## config.mk

```make
export PLATFORM = sky130hd
export DESIGN_NAME = lcs_dp_traceback_top
export DESIGN_NICKNAME = d
export VERILOG_FILES = /design/src/rtl/lcs_pkg.sv /design/src/rtl/lcs_front.sv /design/src/rtl/lcs_back.sv /design/src/rtl/lcs_dp_traceback_top.sv
export VERILOG_INCLUDE_DIRS = /design/src /design/src/rtl
export SDC_FILE = /design/constraint.sdc
export NUM_CORES = 2
export LEC_CHECK = 0
export BUFFER_PORTS_ARGS = -buffer_cell sky130_fd_sc_hd__buf_2
export CAP_MARGIN = 20
export CORE_MARGIN = 2
export CORE_UTILIZATION = 30
export CTS_BUF_LIST = sky130_fd_sc_hd__clkbuf_16
export CTS_CLUSTER_DIAMETER = 40
export DETAILED_ROUTE_END_ITERATION = 12
export SYNTH_ARGS = -nofsm -noshare
export SYNTH_HDL_FRONTEND = slang
export SYNTH_HIERARCHICAL = 1
export SYNTH_SLANG_ARGS = --single-unit
```

## constraint.sdc

```tcl
create_clock -name clk -period 147 [get_ports clk]
set_input_delay 29.4 -clock clk [delete_from_list [all_inputs] [get_ports clk]]
set_output_delay 29.4 -clock clk [all_outputs]
set_load 0.02 [all_outputs]
```

## src/rtl/lcs_dp_traceback_top_macros.svh

```systemverilog
// ----------------------------------------------------------------------------
// lcs dp traceback assertion macros
// shared assertion forms used by the rtl modules
// ----------------------------------------------------------------------------
`ifndef LCS_DP_TRACEBACK_TOP_MACROS_SVH
`define LCS_DP_TRACEBACK_TOP_MACROS_SVH

// implication checked on every clock edge outside reset
`define LCS_ASSERT_IMP(label, clk, rst_n, ante, cons, msg) \
    label: assert property (@(posedge clk) disable iff (!rst_n) (ante) |-> (cons)) \
        else $error(msg);

// next-cycle implication checked outside reset
`define LCS_ASSERT_NEXT(label, clk, rst_n, ante, cons, msg) \
    label: assert property (@(posedge clk) disable iff (!rst_n) (ante) |=> (cons)) \
        else $error(msg);

`endif

```

## src/rtl/lcs_pkg.sv

```systemverilog
// ----------------------------------------------------------------------------
// lcs package
// shared types and codes of the lcs dp traceback block
// ----------------------------------------------------------------------------
`timescale 1ns / 1ps
package lcs_pkg;

    localparam logic [1:0] ACT_LOAD_A  = 2'd0;
    localparam logic [1:0] ACT_LOAD_B  = 2'd1;
    localparam logic [1:0] ACT_COMPUTE = 2'd2;
    localparam logic [1:0] ACT_NOP     = 2'd3;

    localparam logic [1:0] DIR_DIAG = 2'd1;
    localparam logic [1:0] DIR_UP   = 2'd2;
    localparam logic [1:0] DIR_LEFT = 2'd3;

    // command passed from front to back
    typedef struct packed {
        logic [1:0] action;
        logic [7:0] symbol;
    } lcs_cmd_t;

endpackage

```

## src/rtl/lcs_front.sv

```systemverilog
// ----------------------------------------------------------------------------
// lcs front
// accepts input beats, drops nop actions, queues commands
// ----------------------------------------------------------------------------
`timescale 1ns / 1ps
module lcs_front
    import lcs_pkg::*;
(
    input  logic       clk,
    input  logic       rst_n,
    input  logic       in_valid,
    output logic       in_ready,
    input  lcs_cmd_t   in_cmd,
    output logic       q_valid,
    input  logic       q_ready,
    output lcs_cmd_t   q_cmd
);
    `include "lcs_dp_traceback_top_macros.svh"

    lcs_cmd_t   mem_reg [4];
    logic [1:0] wr_reg;
    logic [1:0] rd_reg;
    logic [2:0] cnt_reg;
    logic       push;
    logic       pop;
    logic       keep;

    assign in_ready = (cnt_reg != 3'd4);
    assign keep     = (in_cmd.action != ACT_NOP);
    assign push     = in_valid && in_ready && keep;
    assign q_valid  = (cnt_reg != 3'd0);
    assign pop      = q_valid && q_ready;
    assign q_cmd    = mem_reg[rd_reg];

    always_ff @(posedge clk)
    begin
        if (push)
        begin
            mem_reg[wr_reg] <= in_cmd;
        end
    end

    always_ff @(posedge clk or negedge rst_n)
    begin
        if (!rst_n)
        begin
            wr_reg  <= '0;
            rd_reg  <= '0;
            cnt_reg <= '0;
        end
        else
        begin
            if (push)
            begin
                wr_reg <= wr_reg + 2'd1;
            end
            if (pop)
            begin
                rd_reg <= rd_reg + 2'd1;
            end
            cnt_reg <= cnt_reg + {2'b0, push} - {2'b0, pop};
        end
    end

    `LCS_ASSERT_IMP(a_cnt_range, clk, rst_n, 1'b1, cnt_reg <= 3'd4, "queue count out of range")
    `LCS_ASSERT_NEXT(a_push_grows, clk, rst_n, push && !pop, cnt_reg == $past(cnt_reg) + 3'd1,
        "queue count not advanced")
    `LCS_ASSERT_IMP(a_no_drop_full, clk, rst_n, cnt_reg == 3'd4, !in_ready, "ready while full")
endmodule

```

## src/rtl/lcs_back.sv

```systemverilog
// ----------------------------------------------------------------------------
// lcs back
// stores sequences, fills score table, traces back, emits result beats
// ----------------------------------------------------------------------------
`timescale 1ns / 1ps
module lcs_back
    import lcs_pkg::*;
#(
    parameter int MAX_A = 32,
    parameter int MAX_B = 32
)
(
    input  logic     clk,
    input  logic     rst_n,
    input  logic     q_valid,
    output logic     q_ready,
    input  lcs_cmd_t q_cmd,
    output logic     o_valid,
    input  logic     o_ready,
    output logic [7:0] o_symbol,
    output logic [5:0] o_length,
    output logic     o_last,
    output logic     o_empty
);
    `include "lcs_dp_traceback_top_macros.svh"

    localparam int AW  = (MAX_A > 1) ? $clog2(MAX_A) : 1;
    localparam int BW  = (MAX_B > 1) ? $clog2(MAX_B) : 1;
    localparam int ACW = $clog2(MAX_A + 1);
    localparam int BCW = $clog2(MAX_B + 1);
    localparam int MINAB = (MAX_A < MAX_B) ? MAX_A : MAX_B;
    localparam int PW  = (MINAB > 1) ? $clog2(MINAB) : 1;
    localparam int PCW = $clog2(MINAB + 1);
    localparam int SW  = PCW;

    localparam logic [2:0] ST_IDLE  = 3'd0;
    localparam logic [2:0] ST_FILL  = 3'd1;
    localparam logic [2:0] ST_FWAIT = 3'd2;
    localparam logic [2:0] ST_TRACE = 3'd3;
    localparam logic [2:0] ST_TWAIT = 3'd4;
    localparam logic [2:0] ST_EMIT  = 3'd5;

    logic [7:0] seq_a_mem [MAX_A];
    logic [7:0] seq_b_mem [MAX_B];
    logic [1:0] dir_mem   [MAX_A * MAX_B];
    logic [7:0] path_mem  [MINAB];
    // one score row for columns 1..count_b, overwritten in place row by row
    logic [SW-1:0] row_mem [MAX_B];

    logic [2:0]     state_reg;
    logic [ACW-1:0] count_a_reg;
    logic [BCW-1:0] count_b_reg;
    logic [ACW-1:0] i_reg;
    logic [BCW-1:0] j_reg;
    logic [7:0]     a_sym_reg;
    logic [PCW-1:0] pos_reg;
    logic [SW-1:0]  len_reg;
    logic [PCW-1:0] k_reg;
    logic [1:0]     dir_rd_reg;
    logic [7:0]     seqa_rd_reg;
    logic [7:0]     path_rd_reg;
    logic [SW-1:0]  row_rd_reg;
    logic [7:0]     b_rd_reg;
    logic [SW-1:0]  left_reg;
    logic [SW-1:0]  diag_reg;
    logic           o_valid_reg;
    logic [7:0]     o_symbol_reg;
    logic [5:0]     o_length_reg;
    logic           o_last_reg;
    logic           o_empty_reg;

    logic [SW-1:0] up_s, left_s, diag_s, new_s;
    logic [1:0] new_d;
    logic       fill_we;
    logic [AW+BW-1:0] fill_addr, trace_addr;
    logic       out_free;
    logic       emit_go;

    assign out_free = !o_valid_reg || o_ready;
    assign q_ready  = (state_reg == ST_IDLE);
    assign emit_go  = (state_reg == ST_EMIT) && out_free && (i_reg == '1);

    // one cell per cycle along row i, column j (1-based); column j is read
    // in the cycle before it is used, the diagonal is the up score of the previous cell
    assign up_s   = (i_reg == ACW'(1)) ? '0 : row_rd_reg;
    assign left_s = left_reg;
    assign diag_s = diag_reg;
    always_comb
    begin
        if (a_sym_reg == b_rd_reg)
        begin
            new_s = diag_s + SW'(1);
            new_d = DIR_DIAG;
        end
        else if (up_s >= left_s)
        begin
            new_s = up_s;
            new_d = DIR_UP;
        end
        else
        begin
            new_s = left_s;
            new_d = DIR_LEFT;
        end
    end
    assign fill_we   = (state_reg == ST_FILL) && (j_reg != '0);
    assign fill_addr = AW'(i_reg - ACW'(1)) * (AW+BW)'(MAX_B) + (AW+BW)'(j_reg - BCW'(1));
    assign trace_addr = AW'(i_reg - ACW'(1)) * (AW+BW)'(MAX_B) + (AW+BW)'(j_reg - BCW'(1));

    always_ff @(posedge clk)
    begin
        if (q_valid && q_ready && q_cmd.action == ACT_LOAD_A && count_a_reg < ACW'(MAX_A))
        begin
            seq_a_mem[count_a_reg[AW-1:0]] <= q_cmd.symbol;
        end
        if (q_valid && q_ready && q_cmd.action == ACT_LOAD_B && count_b_reg < BCW'(MAX_B))
        begin
            seq_b_mem[count_b_reg[BW-1:0]] <= q_cmd.symbol;
        end
        if (fill_we)
        begin
            dir_mem[fill_addr] <= new_d;
        end
        dir_rd_reg  <= dir_mem[trace_addr];
        seqa_rd_reg <= seq_a_mem[AW'(i_reg - ACW'(1))];
        if (state_reg == ST_TRACE && dir_rd_reg == DIR_DIAG)
        begin
            path_mem[PW'(pos_reg - PCW'(1))] <= seqa_rd_reg;
        end
        path_rd_reg <= path_mem[k_reg[PW-1:0]];
        // fetch column j + 1 for the next cell
        if (state_reg == ST_FILL && j_reg < count_b_reg)
        begin
            row_rd_reg <= row_mem[BW'(j_reg)];
            b_rd_reg   <= seq_b_mem[BW'(j_reg)];
        end
        if (fill_we)
        begin
            row_mem[BW'(j_reg - BCW'(1))] <= new_s;
            left_reg <= new_s;
            diag_reg <= up_s;
        end
        else if (state_reg == ST_FILL)
        begin
            left_reg <= '0;
            diag_reg <= '0;
        end
    end

    always_ff @(posedge clk or negedge rst_n)
    begin
        if (!rst_n)
        begin
            state_reg   <= ST_IDLE;
            count_a_reg <= '0;
            count_b_reg <= '0;
            i_reg       <= '0;
            j_reg       <= '0;
            a_sym_reg   <= '0;
            pos_reg     <= '0;
            len_reg     <= '0;
            k_reg       <= '0;
            o_valid_reg <= 1'b0;
            o_symbol_reg <= '0;
            o_length_reg <= '0;
            o_last_reg  <= 1'b0;
            o_empty_reg <= 1'b0;
        end
        else
        begin
            if (o_valid_reg && o_ready && !emit_go)
            begin
                o_valid_reg <= 1'b0;
            end
            case (state_reg)
                ST_IDLE:
                begin
                    if (q_valid)
                    begin
                        case (q_cmd.action)
                            ACT_LOAD_A:
                            begin
                                if (count_a_reg < ACW'(MAX_A))
                                begin
                                    count_a_reg <= count_a_reg + ACW'(1);
                                end
                            end
                            ACT_LOAD_B:
                            begin
                                if (count_b_reg < BCW'(MAX_B))
                                begin
                                    count_b_reg <= count_b_reg + BCW'(1);
                                end
                            end
                            ACT_COMPUTE:
                            begin
                                len_reg <= '0;
                                if (count_a_reg == '0 || count_b_reg == '0)
                                begin
                                    state_reg <= ST_EMIT;
                                    k_reg     <= '0;
                                end
                                else
                                begin
                                    i_reg     <= ACW'(1);
                                    j_reg     <= '0;
                                    a_sym_reg <= seq_a_mem[0];
                                    state_reg <= ST_FILL;
                                end
                            end
                            default:
                            begin
                            end
                        endcase
                    end
                end
                ST_FILL:
                begin
                    if (j_reg == count_b_reg)
                    begin
                        state_reg <= ST_FWAIT;
                        if (i_reg == count_a_reg)
                        begin
                            len_reg <= new_s;
                        end
                    end
                    else
                    begin
                        j_reg <= j_reg + BCW'(1);
                    end
                end
                ST_FWAIT:
                begin
                    if (i_reg == count_a_reg)
                    begin
                        j_reg     <= count_b_reg;
                        pos_reg   <= PCW'(len_reg);
                        state_reg <= (len_reg == '0) ? ST_EMIT : ST_TWAIT;
                        k_reg     <= '0;
                    end
                    else
                    begin
                        a_sym_reg <= seq_a_mem[i_reg[AW-1:0]];
                        i_reg     <= i_reg + ACW'(1);
                        j_reg     <= '0;
                        state_reg <= ST_FILL;
                    end
                end
                ST_TWAIT:
                begin
                    // read of direction and symbol at (i, j) lands next cycle
                    if (i_reg == '0 || j_reg == '0 || pos_reg == '0)
                    begin
                        state_reg <= ST_EMIT;
                        k_reg     <= '0;
                    end
                    else
                    begin
                        state_reg <= ST_TRACE;
                    end
                end
                ST_TRACE:
                begin
                    if (dir_rd_reg == DIR_DIAG)
                    begin
                        pos_reg <= pos_reg - PCW'(1);
                        i_reg   <= i_reg - ACW'(1);
                        j_reg   <= j_reg - BCW'(1);
                    end
                    else if (dir_rd_reg == DIR_UP)
                    begin
                        i_reg <= i_reg - ACW'(1);
                    end
                    else
                    begin
                        j_reg <= j_reg - BCW'(1);
                    end
                    state_reg <= ST_TWAIT;
                end
                ST_EMIT:
                begin
                    if (emit_go)
                    begin
                        o_valid_reg  <= 1'b1;
                        o_empty_reg  <= (len_reg == '0);
                        o_symbol_reg <= (len_reg == '0) ? 8'd0 : path_rd_reg;
                        o_length_reg <= 6'(len_reg);
                        o_last_reg   <= (len_reg == '0) ||
                                        (k_reg + PCW'(1) == len_reg);
                        i_reg        <= '0;
                        if ((len_reg == '0) || (k_reg + PCW'(1) == len_reg))
                        begin
                            state_reg <= ST_IDLE;
                        end
                        else
                        begin
                            k_reg <= k_reg + PCW'(1);
                        end
                    end
                    else if (i_reg != '1)
                    begin
                        // wait so the path read of k is registered
                        i_reg <= '1;
                    end
                end
                default:
                begin
                    state_reg <= ST_IDLE;
                end
            endcase
        end
    end

    assign o_valid  = o_valid_reg;
    assign o_symbol = o_symbol_reg;
    assign o_length = o_length_reg;
    assign o_last   = o_last_reg;
    assign o_empty  = o_empty_reg;

    `LCS_ASSERT_IMP(a_empty_len, clk, rst_n, o_valid_reg && o_empty_reg,
        o_last_reg && o_length_reg == 6'd0, "empty beat not last or length nonzero")
    `LCS_ASSERT_IMP(a_len_cap, clk, rst_n, 1'b1, len_reg <= SW'(MINAB), "length above capacity")
    `LCS_ASSERT_NEXT(a_hold, clk, rst_n, o_valid_reg && !o_ready,
        o_valid_reg && $stable(o_symbol_reg) && $stable(o_last_reg) && $stable(o_length_reg),
        "result beat changed")
endmodule

```

## src/rtl/lcs_dp_traceback_top.sv

```systemverilog
// ----------------------------------------------------------------------------
// lcs dp traceback top
// longest common subsequence with direction table and traceback
// ----------------------------------------------------------------------------
// channel  dir  tdata                      tuser    tlast
// s_axis   in   [1:0] action [9:2] symbol  -        -
// m_axis   out  [7:0] symbol [13:8] length empty    last
//
// a compute fills the score table row by row, one cell per cycle within a row,
// then traces back one step at a time from (count_a, count_b), then emits one
// beat per lcs symbol, or a single empty beat when the length is zero
// rst_n clears both counts and all control; stored symbols need no reset
// a 4-entry command queue lets loads arrive while the back end works;
// the output register holds a beat while m_axis_tready is low
// ----------------------------------------------------------------------------
`timescale 1ns / 1ps
module lcs_dp_traceback_top
    import lcs_pkg::*;
#(
    parameter int MAX_A = 32,
    parameter int MAX_B = 32
)
(
    input  logic        clk,
    input  logic        rst_n,
    input  logic        s_axis_tvalid,
    output logic        s_axis_tready,
    input  logic [15:0] s_axis_tdata,   // action[1:0], symbol[9:2]
    output logic        m_axis_tvalid,
    input  logic        m_axis_tready,
    output logic [15:0] m_axis_tdata,   // out_symbol[7:0], lcs_length[13:8]
    output logic        m_axis_tlast,
    output logic        m_axis_tuser    // empty_res
);
    lcs_cmd_t   in_cmd;
    lcs_cmd_t   q_cmd;
    logic       q_valid;
    logic       q_ready;
    logic [7:0] o_symbol;
    logic [5:0] o_length;

    assign in_cmd.action = s_axis_tdata[1:0];
    assign in_cmd.symbol = s_axis_tdata[9:2];

    // front: accept and queue, nop actions dropped here
    lcs_front u_front (
        .clk      (clk),
        .rst_n    (rst_n),
        .in_valid (s_axis_tvalid),
        .in_ready (s_axis_tready),
        .in_cmd   (in_cmd),
        .q_valid  (q_valid),
        .q_ready  (q_ready),
        .q_cmd    (q_cmd)
    );

    // back: sequence store, fill, traceback, result register
    lcs_back #(
        .MAX_A (MAX_A),
        .MAX_B (MAX_B)
    ) u_back (
        .clk      (clk),
        .rst_n    (rst_n),
        .q_valid  (q_valid),
        .q_ready  (q_ready),
        .q_cmd    (q_cmd),
        .o_valid  (m_axis_tvalid),
        .o_ready  (m_axis_tready),
        .o_symbol (o_symbol),
        .o_length (o_length),
        .o_last   (m_axis_tlast),
        .o_empty  (m_axis_tuser)
    );

    assign m_axis_tdata = {2'b00, o_length, o_symbol};
endmodule
```

==> flow_metrics.env <==
export IMPL_synth_area_sq_um=130700
export IMPL_fin_util=0.3482
export IMPL_clk_pin_slew_ns=0.06
export IMPL_grt_pass1_vias=71228
export IMPL_layout_setup_ws_ns=115.53
export IMPL_grt_start_max_net_pins=273
export IMPL_cts_tree="built"
export IMPL_core_area_sq_um=434200
export IMPL_p_seq_frac=0.352
export IMPL_ys_ff_latch=3169
export IMPL_hpwlAfterDp_microns=192200
export IMPL_holdPathStages=2
export IMPL_die_area_sq_um=440900
export IMPL_gp_congestion=0.8041
export IMPL_arrival_ns=32.18
export IMPL_max_freq_ghz=0.03177
export IMPL_drive_gt1_frac=0.2397
export IMPL_synth_edff_count=3074
export IMPL_finalNonFillerCells=13414
export IMPL_remaining_drc_errors=0
export IMPL_ir_worst_vdd_uv=49.24
export IMPL_startpoint_type="input port"
export IMPL_synthArstFlopShare=0.02430
export IMPL_largest_reg_flops=2048
export IMPL_cts_buffer_depth=4
export IMPL_cts_resized=0
export IMPL_whs_endpoint="u_back/o_symbol[5]$_DFFE_PN0P_"
export IMPL_cts_root_buf="clkbuf_16"
export IMPL_dp_cells=12671
export IMPL_leakage_nw=44.07
export IMPL_yosysTopAreaCell="edfxtp_1"
export IMPL_fin_hold_ws_ns=0.4665
export IMPL_power_share_clock=0.269
export IMPL_wl_per_cell_microns=25.72
export IMPL_stdcell_area_sq_um=151200
export IMPL_syn2layout_area_growth_pct=15.70
export IMPL_status="complete, no violations"
export IMPL_clock_sinks=3169
export IMPL_max_cap_violations=0
export IMPL_rsz0062_at_grt="false"
export IMPL_setup_tns_ns=0
export IMPL_timing_final_crit_period_ns=31.47
export IMPL_finalCritPeriodShare=0.2141
export IMPL_r2r_start="u_back/j_reg[1]$_DFFE_PN0P_"
export IMPL_rr_endpoint="u_back/dir_rd_reg[0]$_DFF_P_"
export IMPL_finalPower_mw=3.520
export IMPL_avgSynthCellArea_sq_um=17.92
export IMPL_regMostFlops="u_back/dir_mem"
export IMPL_slowest_delay_ns=0.86
export IMPL_ys_top_cells_by_count="3074 x edfxtp_1, 1202 x nor2_1, 853 x mux4_2, 416 x nand2_1, 346 x clkbuf_1"
export IMPL_p_sw_mw=1.306
export IMPL_crit_type="in2reg"
export IMPL_grt_use_total=0.1517
export IMPL_grt_pass1_wl_microns=497700
export IMPL_start_util=0.3009
export IMPL_cp_cell_sequence="buf_2 -> nor2b_1 -> or4_1 -> nand2_1 -> a41oi_1 -> or3b_2 -> a21oi_1 -> o21ai_0 -> o31ai_1"
export IMPL_synth_area_leaders="edfxtp_1 71%, mux4_2 15%, nor2_1 3.5%, dfrtp_1 1.5%, nand2_1 1.2%"
export IMPL_place_area_sq_um=137400
export IMPL_ff2ff_path_depth=12
export IMPL_endpoint_kind="flip-flop"
export IMPL_slew_viol_final=0
export IMPL_min_from="u_back/path_rd_reg[5]$_DFF_P_"
export IMPL_worstHoldPathType="reg2reg"
export IMPL_num_rows=242
export IMPL_rrSetupSlack_ns=139.11
export IMPL_synth_top_area_share=0.7064
export IMPL_fp_dieH_microns=664.0
export IMPL_tightestPinTransition_ns=1.413
export IMPL_grt_overflow_total=0
export IMPL_dp_slack_ns=114.84
export IMPL_ctsHtreeMaxLevel=5
export IMPL_slew_headroom=0.05802
export IMPL_crit_required_ns=147.71
export IMPL_fin_nets=7425
export IMPL_yosysMostFrequentCell="edfxtp_1"
export IMPL_routed_wl_microns=345000
export IMPL_p_int_mw=2.214
export IMPL_ys_seq_area_frac=0.7239
export IMPL_ant_nets=0
export IMPL_powerDensity_nw_per_um2=23.28
export IMPL_fin_skew_ns=0.08593
export IMPL_vias=70079
export IMPL_via_per_inst=5.224
export IMPL_dr_pass1_iters=6
export IMPL_chipWidth_microns=664.0
export IMPL_synth_warnings=6
export IMPL_crit_fanout=28
export IMPL_slowest_stage="or4_1"
export IMPL_setup_viol=0
export IMPL_synth_cell_types=88
export IMPL_cts_setup_buffers=0
export IMPL_p_sw_frac=0.3710
export IMPL_synthFlopType="edfxtp_1"
export IMPL_hold_viol_final=0
export IMPL_antenna_found_initial=10
export IMPL_numCtsBuffers=382
export IMPL_p_comb_frac=0.378
export IMPL_drtIter0Drc=8874
export IMPL_io_pins=40
export IMPL_placement_io_buffers=31
export IMPL_insertion_delay_ns=0.92
export IMPL_ctsHoldBuffers=0
export IMPL_synthCells=7291
[worst max path at each step]
stage	start	end	slack [ns]	cells past startpoint
floorplan	u_back/b_rd_reg[1]$_DFFE_PP_	u_back/dir_mem[0][0]$_DFFE_PP_	97.58	4
global placement	m_axis_tready	u_back/k_reg[2]$_DFFE_PN0P_	114.83	9
detailed placement	m_axis_tready	u_back/k_reg[3]$_DFFE_PN0P_	114.84	9
CTS	u_front/cnt_reg[1]$_DFF_PN0_	s_axis_tready	115.54	2
global route	m_axis_tready	u_back/k_reg[3]$_DFFE_PN0P_	115.44	9
finish	m_axis_tready	u_back/k_reg[3]$_DFFE_PN0P_	115.53	9
[per-layer routing]
metal / part of all wire / vias up / GRT usage
met5: 0.00017 / - / 0
met4: 0.032 / 8 / 0.04784
met3: 0.091 / 640 / 0.03087
met2: 0.48 / 3337 / 0.2458
met1: 0.40 / 37044 / 0.2051
li1: - / 29050 / -
[power groups by stage]
stage / Sequential, mW / Clock, mW / Combinational [mW]
after floorplan: 1.41 / 0 / 0.789
final: 1.24 / 0.949 / 1.33
after CTS: 1.24 / 0.963 / 1.29
after detailed placement: 1.26 / 0 / 1.28
after global routing: 1.25 / 0.999 / 1.40
after global placement: 1.26 / 0 / 1.26
[worst max-delay path: cells and delay by family]
kind            cells  cell delay (ns)
buf+inv             1             0.10
compound gates      4             0.77
simple gates        4             1.91
[cell type report]
cell class,instances,area (sq um)
diodes,4,10.01
multi-input cells,3504,33800
fillers,40441,283000
inverters,83,311.5
clock buffers,387,9684
well taps,5734,7174
clock inverters,316,3188
repair buffers,217,2405
flip-flops and latches,3169,94620
[cells by family (layout without fill, tap and decap cells)]
logic type | after synthesis | in the layout | share of synthesized area
DFF | 3169 | 3169 | 0.7239
and+or+nand+nor | 1838 | 1838 | 0.05656
muxes | 1048 | 1048 | 0.1642
buffers and inverters | 619 | 1003 | 0.02096
AOI/OAI and AO/OA | 509 | 509 | 0.02545
xor gates and xnor gates | 59 | 59 | 0.004165
adders and majority gates | 48 | 48 | 0.004711
other | 1 | 6 | 0.00002870
[cells in the final DEF, fill, tap and decap left out, types with 12 or more instances in the layout]
cell and instances:
edfxtp_1 3074, nor2_1 1190, mux4_2 853, nand2_1 389, clkbuf_16 387, a21oi_1 154
buf_4 138, inv_1 123, mux2i_1 120, o21ai_0 117, dfrtp_1 70, nand3_1 66
mux2_2 61, clkinv_2 58, clkinv_1 48, bufinv_16 48, ha_1 43, clkinvlp_4 41
o22ai_1 38, buf_16 36, inv_6 35, o221ai_1 35, clkinv_4 34, xnor2_1 32
a221oi_1 32, buf_2 30, nand2_4 26, nor3_1 22, nor4_1 20, xor2_1 19
and2_1 18, dfxtp_1 18, a211oi_1 13, mux4_1 13, a21o_1 12
Note: power is estimated with default switching activity, not from simulation.
